===== src/rtl/rmm_pkg.sv =====
// ----------------------------------------------------------------------------
// rmm_pkg
// Shared types and constants for the range min/max spread tree.
// ----------------------------------------------------------------------------
package rmm_pkg;
  localparam int Capacity   = 1024;
  localparam int ValueBits  = 31;
  localparam int PosBits    = 11;
  localparam int NodeBits   = $clog2(2 * Capacity);
  localparam int NodeCount  = 2 * Capacity;

  typedef logic [ValueBits-1:0] value_t;
  typedef logic [NodeBits-1:0]  node_t;
  typedef logic [PosBits-1:0]   pos_t;

  localparam logic CMD_UPDATE = 1'b0;
  localparam logic CMD_QUERY  = 1'b1;

  typedef enum logic [3:0] {
    ST_CLEAR,
    ST_IDLE,
    ST_UPD_WRITE,
    ST_UPD_READ,
    ST_UPD_WAIT,
    ST_UPD_FIX,
    ST_QRY_STEP,
    ST_QRY_READ,
    ST_QRY_WAIT,
    ST_QRY_TAKE,
    ST_QRY_DONE
  } state_t;

  // Controller to datapath commands.
  typedef struct packed {
    logic clear_write;
    logic load;
    logic leaf_write;
    logic read_left;
    logic read_right;
    logic fix_write;
    logic climb;
    logic qry_read;
    logic qry_take;
    logic qry_shift;
    logic result;
  } ctrl_t;

  // Datapath to controller status.
  typedef struct packed {
    logic clear_last;
    logic upd_ok;
    logic at_root;
    logic qry_live;
    logic l_odd;
    logic r_odd;
    logic qry_pick_l;
  } stat_t;
endpackage


===== src/rtl/rmm_ctrl.sv =====
// ----------------------------------------------------------------------------
// rmm_ctrl
// Sequencer for clearing, updates and queries.
// ----------------------------------------------------------------------------
module rmm_ctrl (
  input  logic           clk,
  input  logic           rst,
  input  logic           start,
  input  logic           command,
  input  rmm_pkg::stat_t stat,
  output rmm_pkg::ctrl_t ctrl,
  output logic           busy
);
  rmm_pkg::state_t state, state_next;

  // hold state
  always_ff @(posedge clk) begin
    if (rst) begin
      state <= rmm_pkg::ST_CLEAR;
    end else begin
      state <= state_next;
    end
  end

  // pick next state and commands
  always_comb begin
    state_next = state;
    ctrl = '0;
    busy = 1'b1;
    case (state)
      rmm_pkg::ST_CLEAR: begin
        ctrl.clear_write = 1'b1;
        if (stat.clear_last) begin
          state_next = rmm_pkg::ST_IDLE;
        end
      end
      rmm_pkg::ST_IDLE: begin
        busy = 1'b0;
        if (start) begin
          ctrl.load = 1'b1;
          state_next = (command == rmm_pkg::CMD_QUERY) ? rmm_pkg::ST_QRY_STEP
                                                       : rmm_pkg::ST_UPD_WRITE;
        end
      end
      rmm_pkg::ST_UPD_WRITE: begin
        if (stat.upd_ok) begin
          ctrl.leaf_write = 1'b1;
          state_next = rmm_pkg::ST_UPD_READ;
        end else begin
          state_next = rmm_pkg::ST_IDLE;
        end
      end
      rmm_pkg::ST_UPD_READ: begin
        if (stat.at_root) begin
          state_next = rmm_pkg::ST_IDLE;
        end else begin
          ctrl.read_left = 1'b1;
          state_next = rmm_pkg::ST_UPD_WAIT;
        end
      end
      rmm_pkg::ST_UPD_WAIT: begin
        ctrl.read_right = 1'b1;
        state_next = rmm_pkg::ST_UPD_FIX;
      end
      rmm_pkg::ST_UPD_FIX: begin
        ctrl.fix_write = 1'b1;
        ctrl.climb = 1'b1;
        state_next = rmm_pkg::ST_UPD_READ;
      end
      rmm_pkg::ST_QRY_STEP: begin
        if (!stat.qry_live) begin
          state_next = rmm_pkg::ST_QRY_DONE;
        end else if (stat.l_odd || stat.r_odd) begin
          ctrl.qry_read = 1'b1;
          state_next = rmm_pkg::ST_QRY_WAIT;
        end else begin
          ctrl.qry_shift = 1'b1;
        end
      end
      rmm_pkg::ST_QRY_WAIT: begin
        // keep the node address on the port so the read word stays put
        ctrl.qry_read = 1'b1;
        state_next = rmm_pkg::ST_QRY_TAKE;
      end
      rmm_pkg::ST_QRY_TAKE: begin
        ctrl.qry_take = 1'b1;
        state_next = rmm_pkg::ST_QRY_STEP;
      end
      rmm_pkg::ST_QRY_DONE: begin
        ctrl.result = 1'b1;
        state_next = rmm_pkg::ST_IDLE;
      end
      default: begin
        state_next = rmm_pkg::ST_IDLE;
      end
    endcase
  end
endmodule


===== config.mk =====
export PLATFORM = sky130hd
export DESIGN_NAME = rmm_ctrl
export DESIGN_NICKNAME = d
export VERILOG_FILES = /design/src/rtl/rmm_pkg.sv /design/src/rtl/rmm_ctrl.sv
export SDC_FILE = /design/constraint.sdc
export NUM_CORES = 1
export LEC_CHECK = 0
export BUFFER_PORTS_ARGS = -buffer_cell sky130_fd_sc_hd__clkbuf_2
export CAP_MARGIN = 10
export CORE_AREA = 2 2 39 41
export CTS_BUF_LIST = sky130_fd_sc_hd__clkbuf_4 sky130_fd_sc_hd__clkbuf_8
export DETAILED_ROUTE_END_ITERATION = 16
export DIE_AREA = 0 0 41 43
export PLACE_DENSITY = 0.68
export RECOVER_POWER = 50
export SYNTH_ARGS = -nofsm -noshare
export SYNTH_HDL_FRONTEND = slang
export SYNTH_SLANG_ARGS = --single-unit

===== constraint.sdc =====
create_clock -name clk -period 1.1 [get_ports clk]
set_clock_uncertainty 0.1 [all_clocks]
set_input_delay 0.055 -clock clk [delete_from_list [all_inputs] [get_ports clk]]
set_output_delay 0.055 -clock clk [all_outputs]
set_load 0.01 [all_outputs]

==> summary.txt, run 1 <==
Global route
  • Number of global-route vias before repair: roughly 560
  • Initial antenna violation count: 0
  • Largest net degree at the start of global routing: 11
  • Tot GR Track Use: 0.174
  • First-pass GRT wire length: between 2000 and 2500 um
  • Total congestion overflow: 0

STA
  • RSZ-0062 raised after global routing: true
  • Final WS setup: -0.297 ns
  • Fmax: 0.716 GHz
  • Slew at the pin with the worst max-slew slack: 0.294 ns
  • Max-slew violations: 0
  • Final Cycle Share: 1.27
  • Crit path time final: 1.40 ns
  • Final setup violating endpoints: 16
  • Final hold vios: 0
  • Max_slew headroom: 0.803

Cells and area
  • Layout cells sized above 1: 0.783
  • # nets final: 119
  • Post-route insts no fill: roughly 120
  • Reg with most FFs: state
  • Util after Layout: 0.687
  • Ant diodes: 0
  • Sequential cell area: 95.1 um^2
  • Regs by FF count: state: 4 flops
  • Multi-input logic area: 444 um^2
  • Area Overhead vs Synth: 96.4%
  • Max reg flops: 4
  • Filler Cell Count: 97

Setup path
  • Critical Path AT: between 1 and 1.5 ns
  • Critical Path Start: state[0]
  • Required @ worst endpoint: approximately 0.94 ns
  • Crit Path Max Fanout: 5
  • Startpoint types: register
  • Critical path class: register to output port
  • Reg2Reg Launch Point: state[3]
  • Crit end category: output port

Power and ir drop
  • LEAKAGE: between 0.4 and 0.5 nW
  • Clock share of power: 0.283
  • Int Pwr: between 400 and 500 uW
  • Part of the power in registers: 0.249
  • Sw frac: 0.332
  • Overall Power: approximately 650 uW
  • Gate power share: 0.468
  • PwrDens: a little under 700 mW/mm^2
  • Switching Power: approximately 220 uW
  • Peak VDD IR: 0.516 mV

Yosys
  • Adder and majority cell fraction of the synthesized area: 0
  • Mapped Cells: 60
  • Yosys warns: 0
  • Multiplexer share of the synthesized area: 0
  • Largest family of logic cells by synthesized area: simple AND/OR/NAND/NOR gates
  • Count of cell types in the netlist: 34
  • Post-Synthesis Mean Instance Area: around 8.1 um^2
  • Xor/xnor share of the synthesized area: 0
  • Sequential fraction of the synthesis area: 0.165
  • Mapped cell area: slightly below 500 um^2
  • Count of state elements after synthesis: 4
  • Syn nets: 71
  • Compound-Gate Fraction of Synth Area: 0.261
  • Post-Synth Simple-Gate Area: 0.442

Floorplanning
  • Rows: 14
  • I/O Pins: 23
  • Initial core utilization: 0.350
  • Die height: ~43 um
  • Full die area: 0.00176 mm^2
  • Die X: 41 um
  • Core Region: 0.00138 mm^2

Job
  • Max-cap violations: 0

Clock tree
  • Skew-Pair Late Insertion Delay: ~0.24 ns
  • Clock tree buffer depth: 2
  • Clk pin slew, worst setup/hold paths: 0.04 ns
  • Clock tree sinks: 4
  • CTS root buffer: clkbuf_4
  • H-Tree Depth: 1
  • CTS Buf Count: 3
  • CTS tree: built

Routing
  • DRT iter0 DRCs: 15
  • WL/cell: approximately 15 um
  • Drt pass-1 iters: 4
  • Final wirelength: 1840 um
  • Post-route ant nets: 0
  • Vias: between 600 and 700
  • Vias per inst: ~5.4
  • Drc violations: 0

Place
  • Cell count after placement: ~110
  • Number of I/O port buffers: 21
  • Post-DP HPWL: around 950 um
  • Final Wtd Congestion: around 0.83

Worst hold path
  • Hold_sp: rst
  • Worst min path class: input pin to register

Run status
  • Failing checks: setup timing
  • Status: finished with violations
metrics by stage:
| step | cell area (um^2) | TNS (ns) | hold WS (ns) | setup WS [ns] |
|---|---|---|---|---|
| after floorplan | 503 | -0.372 | 0.0603 | -0.123 |
| after global placement | 696 | -0.689 | 0.234 | -0.154 |
| after detailed placement | 696 | -0.918 | 0.247 | -0.199 |
| after CTS | 835 | -3.14 | 0.0592 | -0.241 |
| after global routing | 951 | -4.01 | 0.0644 | -0.349 |
| final | 951 | -3.32 | 0.0572 | -0.297 |
power groups by stage:
stage	Sequential, mW	Clock [mW]	Combinational, mW
6_report	0.162	0.184	0.304
2_1_floorplan	0.164	0	0.132
5_1_grt	0.161	0.200	0.323
4_1_cts	0.160	0.186	0.251
3_5_place_dp	0.171	0	0.206
3_3_place_gp	0.169	0	0.204
final timing paths:
path              slack (ns)        to  depth (start not counted)
setup / recovery       -0.30   ctrl[3]                          4
hold / removal          0.06  state[3]                          4
setup reg to reg       -0.20  state[2]                          6
hold reg to reg         0.56  state[1]                          2
layout by cell type (no fill, tap or decap), types with 3 or more instances in the layout:
cell | Yosys | routed
nor2_1 | 6 | 4
dfxtp_4 | 0 | 4
nand2_1 | 3 | 3
nor3_2 | 1 | 3
clkbuf_2 | 0 | 11
nand2b_4 | 0 | 3
buf_6 | 3 | 9
buf_2 | 0 | 7
clkbuf_4 | 0 | 3
a21oi_2 | 2 | 3
nor2_4 | 1 | 3
buf_4 | 2 | 19
area by class of cell:
cell class | instances | share of cell area
multi-input combinational | 47 | 0.467
timing repair buffer | 48 | 0.372
sequential | 4 | 0.100
clock buffer | 3 | 0.0237
tap | 16 | 0.0211
inverter | 4 | 0.0158
cell families (layout without fill, tap and decap cells):
family | count (synthesis) | in the layout
AO/OA/AOI/OAI | 16 | 16
flip-flops | 4 | 4
buffers and inverters | 9 | 55
AND/OR/NAND/NOR | 31 | 31
metal layers:
| metal | GRT usage | wire, um | vias up |
|---|---|---|---|
| li1 | - | - | 314 |
| met1 | 0.184 | 828 | 320 |
| met2 | 0.316 | 919 | 21 |
| met3 | 0.0314 | 74 | 2 |
| met4 | 0.0600 | 15 | 0 |
| met5 | 0 | 0 | - |
critical path, stage by stage (launching register included):
cell and delay [ns]:
dfxtp_4 0.35, and2b_4 0.29, nand3_2 0.08, o32ai_2 0.11
buf_2 0.18
synth_stat cells:
master	instances	area (um^2)
a211oi_2	1	12.5
nor2b_1	1	6.26
o21ai_2	1	8.76
a21o_1	1	7.51
o22ai_2	1	12.5
inv_1	3	11.3
nand2_2	1	6.26
nand2b_1	4	25.0
o21ai_0	1	5.00
nor4_2	1	12.5
nand4_2	1	12.5
nand3_1	1	5.00
and2b_2	2	17.5
and3_1	2	12.5
nor3b_1	1	7.51
nor3_1	2	10.0
inv_2	1	3.75
nor2_4	1	11.3
nor3_2	1	10.0
a21oi_2	2	17.5
and4b_2	1	11.3
dfxtp_1	4	80.1
nand2_1	3	11.3
o32a_2	1	11.3
o22ai_1	1	6.26
a31oi_1	2	12.5
and4bb_1	1	12.5
and2b_4	2	20.0
buf_4	2	15.0
a21oi_1	3	15.0
nor2_1	6	22.5
buf_6	3	33.8
o22a_1	1	8.76
o32ai_1	1	8.76
repair_timing:
action                                  4_1_cts  5_1_grt
endpoints found under the setup margin       16       16
hold endpoints to repair                      1        0
hold buffers                                  2        0
buffers inserted                              7        2
gates resized for setup                      12       30
pin swaps                                     8        8
Note: power is estimated with default switching activity, not from simulation.
==> inputs of run 2 (changes only) <==
--- a/config.mk
+++ b/config.mk
@@ -13,6 +13,7 @@
 export DIE_AREA = 0 0 41 43
 export PLACE_DENSITY = 0.68
 export RECOVER_POWER = 50
+export REMOVE_ABC_BUFFERS = 1
 export SYNTH_ARGS = -nofsm -noshare
 export SYNTH_HDL_FRONTEND = slang
 export SYNTH_SLANG_ARGS = --single-unit
==> constraint.sdc (replaced) <==
create_clock -name clk -period 1.2 [get_ports clk]
set_clock_uncertainty 0.1 [all_clocks]
set_input_delay 0.06 -clock clk [delete_from_list [all_inputs] [get_ports clk]]
set_output_delay 0.06 -clock clk [all_outputs]
set_load 0.01 [all_outputs]
==> summary.txt, run 2 (same netlist as run 1, synthesis figures left out) <==
Setup path
  • Critical path class: register to output port
  • Reg2Reg Depth: 6
  • Startpoint types: register
  • Reg2Reg Launch Point: state[2]
  • Critical Path AT: about 1.3 ns
  • Reg2reg end: state[2]
  • Required @ worst endpoint: 1.04 ns
  • R2R setup slack: -0.15 ns
  • Crit Path Max Fanout: 8
  • Critical Path Start: state[2]
  • Crit end category: output port

Cells and area
  • Reg with most FFs: state
  • Leading cell type in the layout, fill and taps excluded: buf_6
  • # nets final: around 120
  • Regs by FF count: state: 4 flops
  • Area Overhead vs Synth: 121%
  • Max reg flops: 4
  • Util after Layout: 0.772
  • Ant diodes: 0
  • Layout cells sized above 1: 0.815
  • Most used cells in the layout excluding fill and tap cells: 22 x buf_6, 12 x buf_4, 9 x clkbuf_2

Global route
  • First-pass GRT wire length: 2650 um
  • Total congestion overflow: 0
  • Number of global-route vias before repair: ~600
  • Tot GR Track Use: 0.224
  • Largest net degree at the start of global routing: 9
  • Initial antenna violation count: 0

Clock tree
  • Skew-Pair Late Insertion Delay: between 0.2 and 0.25 ns
  • Clk pin slew, worst setup/hold paths: around 0.04 ns
  • CTS tree: built
  • Clock tree sinks: 4
  • CTS root buffer: clkbuf_4
  • H-Tree Depth: 1
  • Clock tree buffer depth: 2
  • CTS Buf Count: 3

STA
  • Max_slew headroom: 0.777
  • Max-slew violations: 0
  • Setup TNS: -2.14 ns
  • Final Cycle Share: 1.18
  • Final hold vios: 0
  • RSZ-0062 raised after global routing: true
  • Final WS setup: -0.218 ns
  • Min Hold Slack: 0.0906 ns
  • Crit path time final: 1.42 ns
  • Final setup violating endpoints: 16
  • Fmax: just over 0.7 GHz
  • Slew at the pin with the worst max-slew slack: between 0.3 and 0.4 ns

Floorplanning
  • Initial core utilization: 0.350
  • Die height: approximately 43 um
  • Die X: 41 um
  • Core Region: 0.00138 mm^2
  • Full die area: ~0.0018 mm^2
  • I/O Pins: 23
  • Rows: 14

Worst hold path
  • Worst hold stages: 5
  • Worst min path class: input pin to register
  • WHS Endpoint: state[0]
  • Hold_sp: stat[6]

Power and ir drop
  • LEAKAGE: around 0.50 nW
  • Overall Power: approximately 650 uW
  • PwrDens: between 600 and 700 mW/mm^2
  • Peak VDD IR: roughly 0.51 mV

Routing
  • Drt pass-1 iters: 4
  • WL/cell: around 18 um
  • Vias per inst: between 5 and 6
  • Vias: 675
  • Drc violations: 0
  • DRT iter0 DRCs: 8
  • Final wirelength: 2200 um
  • Post-route ant nets: 0

Place
  • Final Wtd Congestion: a little over 0.8
  • Post-DP HPWL: around 1000 um
  • Number of I/O port buffers: 21

Run status
  • Status: finished with violations
  • Failing checks: setup timing

Job
  • Max-cap violations: 0
==> run 2: cell count changes in the layout (fill, tap and decap cells not counted), sizes merged <==
cell / change
buf: +5
clkbuf: -2
dlygate4sd3: -1
==> run 2: worst max-delay path: stages (launching register included) <==
cell and delay [ns]:
dfxtp_4 0.37, buf_6 0.13, nor2_4 0.16, and4b_2 0.25, buf_6 0.10
==> run 2: how the worst max path moves through the flow <==
stage,to,cells past startpoint
floorplan,state[1],4
global placement,state[1],4
detailed placement,state[1],4
finish,ctrl[7],4
global route,ctrl[7],4
CTS,ctrl[9],5
==> run 2: through the flow <==
stage                     cell area, um^2  setup WS, ns  cells
final                                1070        -0.218    124
after global routing                 1070        -0.271    124
after CTS                             922        -0.182    121
after detailed placement              673        -0.124    107
after global placement                673        -0.129    107
after floorplan                       435        -0.187     55
==> run 2: what timing repair did <==
action / CTS / global route
pin swaps: 13 / 12
setup buffers: 10 / 4
hold buffers: 1 / 0
hold endpoints to repair: 1 / 0
setup endpoints to repair: 16 / 16
gates resized for setup: 34 / 34
==> run 2: final cells by class <==
type / instances / area (um^2)
Clock buffer: 3 / 22.5
Fill cell: 84 / 315
Inverter: 4 / 15.0
Multi-Input combinational cell: 47 / 493
Sequential cell: 4 / 95.1
Tap cell: 16 / 20.0
Timing Repair Buffer: 50 / 423
==> run 2: power by group <==
part / switching (mW) / total (mW) / internal, mW
Sequential: 0.0114 / 0.147 / 0.136
Clock: 0.0580 / 0.170 / 0.112
Combinational: 0.157 / 0.337 / 0.180
Total: 0.226 / 0.654 / 0.428
==> run 2: routing by layer <==
metal | wire [um] | GRT usage
met1 | 812 | 0.222
met2 | 1190 | 0.388
met3 | 91 | 0.0681
met4 | 97 | 0.113
met5 | 0 | 0
==> inputs of run 3 (changes only) <==
--- a/config.mk
+++ b/config.mk
@@ -11,7 +11,8 @@
 export CTS_BUF_LIST = sky130_fd_sc_hd__clkbuf_4 sky130_fd_sc_hd__clkbuf_8
 export DETAILED_ROUTE_END_ITERATION = 16
 export DIE_AREA = 0 0 41 43
-export PLACE_DENSITY = 0.68
+export MAX_ROUTING_LAYER = met4
+export PLACE_DENSITY = 0.65
 export RECOVER_POWER = 50
 export REMOVE_ABC_BUFFERS = 1
 export SYNTH_ARGS = -nofsm -noshare
==> constraint.sdc (replaced) <==
create_clock -name clk -period 1.8 [get_ports clk]
set_clock_uncertainty 0.1 [all_clocks]
set_input_delay 0.09 -clock clk [delete_from_list [all_inputs] [get_ports clk]]
set_output_delay 0.09 -clock clk [all_outputs]
set_load 0.01 [all_outputs]
==> summary.txt, run 3 (same netlist as run 1, synthesis figures left out) <==
Floorplanning
  • Rows: 14
  • Initial core utilization: 0.350
  • Full die area: approximately 0.0018 mm^2
  • Die height: 43 um
  • Die X: approximately 40 um
  • Core Region: around 0.0014 mm^2
  • I/O Pins: 23

Global route
  • First-pass GRT wire length: between 1500 and 2000 um
  • Tot GR Track Use: 0.139
  • Total congestion overflow: 0
  • Initial antenna violation count: 0
  • Largest net degree at the start of global routing: 16
  • Number of global-route vias before repair: 405

STA
  • Final hold vios: 0
  • Slew at the pin with the worst max-slew slack: 0.472 ns
  • Final setup violating endpoints: 0
  • Fmax: a little over 0.6 GHz
  • Max-slew violations: 0
  • Min Hold Slack: 0.0358 ns
  • Setup TNS: 0 ns
  • Max_slew headroom: 0.685
  • Crit path time final: about 1.6 ns
  • Final Cycle Share: 0.894
  • RSZ-0062 raised after global routing: false

Power and ir drop
  • LEAKAGE: 0.288 nW
  • Peak VDD IR: around 0.23 mV
  • Overall Power: 304 uW
  • PwrDens: between 500 and 600 mW/mm^2

Run status
  • Status: completed

Clock tree
  • CTS hold repair buffers: 0
  • Clock tree buffer depth: 2
  • CTS tree: built
  • Clk pin slew, worst setup/hold paths: about 0.04 ns
  • H-Tree Depth: 1
  • CTS Buf Count: 3
  • Clock tree sinks: 4
  • CTS root buffer: clkbuf_4
  • Skew-Pair Late Insertion Delay: between 0.2 and 0.25 ns

Worst hold path
  • Worst hold stages: 2
  • Worst min path class: input pin to register
  • WHS Endpoint: state[1]
  • Hold_sp: rst

Setup path
  • Crit Path Max Fanout: 14
  • Reg2reg end: state[1]
  • Reg2Reg Depth: 4
  • Startpoint types: register
  • R2R setup slack: approximately 0.30 ns
  • Crit end category: output port
  • Worst path max stage delay: 0.60 ns
  • Slowest cell on crit path: dfxtp_1
  • Required @ worst endpoint: 1.61 ns
  • Reg2Reg Launch Point: state[0]
  • Critical path class: register to output port
  • Crit-path cells: and2b_4 -> nand4_2 -> inv_1 -> clkbuf_2
  • Critical Path AT: approximately 1.4 ns

Cells and area
  • Post-route insts no fill: 96
  • Most used cells in the layout excluding fill and tap cells: 18 x clkbuf_2, 6 x nor2_1, 4 x nand2b_1
  • Ant diodes: 0
  • Max reg flops: 4
  • Area Overhead vs Synth: 20.4%
  • Filler Cell Count: ~160
  • Regs by FF count: state: 4 flops
  • Leading cell type in the layout, fill and taps excluded: clkbuf_2
  • Reg with most FFs: state
  • # nets final: 93
  • Layout cells sized above 1: 0.500

Job
  • Max-cap violations: 0

Place
  • Final Wtd Congestion: 0.732
  • Cell count after placement: 93
  • Number of I/O port buffers: 21
  • Post-DP HPWL: between 700 and 800 um

Routing
  • Final wirelength: around 1000 um
  • Vias per inst: slightly above 5
  • DRT iter0 DRCs: 9
  • Vias: just under 500
  • Post-route ant nets: 0
  • Drc violations: 0
  • WL/cell: about 11 um
  • Drt pass-1 iters: 4
[run 3: changes by cell type in the layout (fill, tap and decap cells not counted), moves of 3 or more]
cell / previous run / this run
buf_4: 12 / 1
nand2b_4: 3 / 0
buf_2: 6 / 0
clkbuf_2: 9 / 18
dfxtp_4: 4 / 0
clkbuf_1: 0 / 3
nand2b_1: 1 / 4
buf_6: 22 / 0
[run 3: through the flow]
| step | util | setup slack [ns] | instance area (um^2) |
|---|---|---|---|
| floorplan | - | 0.413 | 435 |
| global placement | 0.410 | 0.299 | 568 |
| detailed placement | 0.410 | 0.301 | 568 |
| CTS | 0.427 | 0.108 | 591 |
| global route | 0.421 | 0.0857 | 583 |
| finish | 0.421 | 0.191 | 583 |
[run 3: layout make-up]
class                      count  area, um^2  share of cell area
clock buffer                   3        22.5              0.0386
tap                           16        20.0              0.0343
sequential                     4        82.6               0.142
multi-input combinational     47         334               0.573
timing repair buffer          22         109               0.187
inverter                       4        15.0              0.0258
[run 3: repair_timing]
action                     in CTS  in global routing
resized for setup               0                  2
setup endpoints to repair       0                  1
buffers inserted                0                  0
[run 3: worst max-delay path by stage]
| stage | endpoint | from | cells past startpoint | slack [ns] |
|---|---|---|---|---|
| floorplan | state[1] | state[3] | 4 | 0.41 |
| detailed placement | state[1] | state[0] | 4 | 0.30 |
| global placement | state[1] | state[0] | 4 | 0.30 |
| finish | ctrl[1] | state[0] | 4 | 0.19 |
| global route | ctrl[3] | state[0] | 4 | 0.09 |
| CTS | ctrl[1] | state[2] | 4 | 0.11 |
[run 3: power breakdown]
group | internal, mW | switching, mW | total [mW]
combinational | 0.0431 | 0.0426 | 0.0857
clock | 0.0744 | 0.0344 | 0.109
sequential | 0.0938 | 0.0156 | 0.109
[run 3: worst max-delay path: cells and delay by family (launching register included)]
family	cells	cell delay (ns)
flip-flops	1	0.60
buffers and inverters	2	0.17
AND/OR/NAND/NOR	2	0.42
[run 3: routing by layer]
metal / global-route usage / vias up / routed length, um
met4: 0.0800 / 0 / 18
met1: 0.177 / 213 / 451
met3: 0.0157 / 2 / 74
met2: 0.203 / 18 / 484
met5: - / - / 0
li1: - / 257 / -
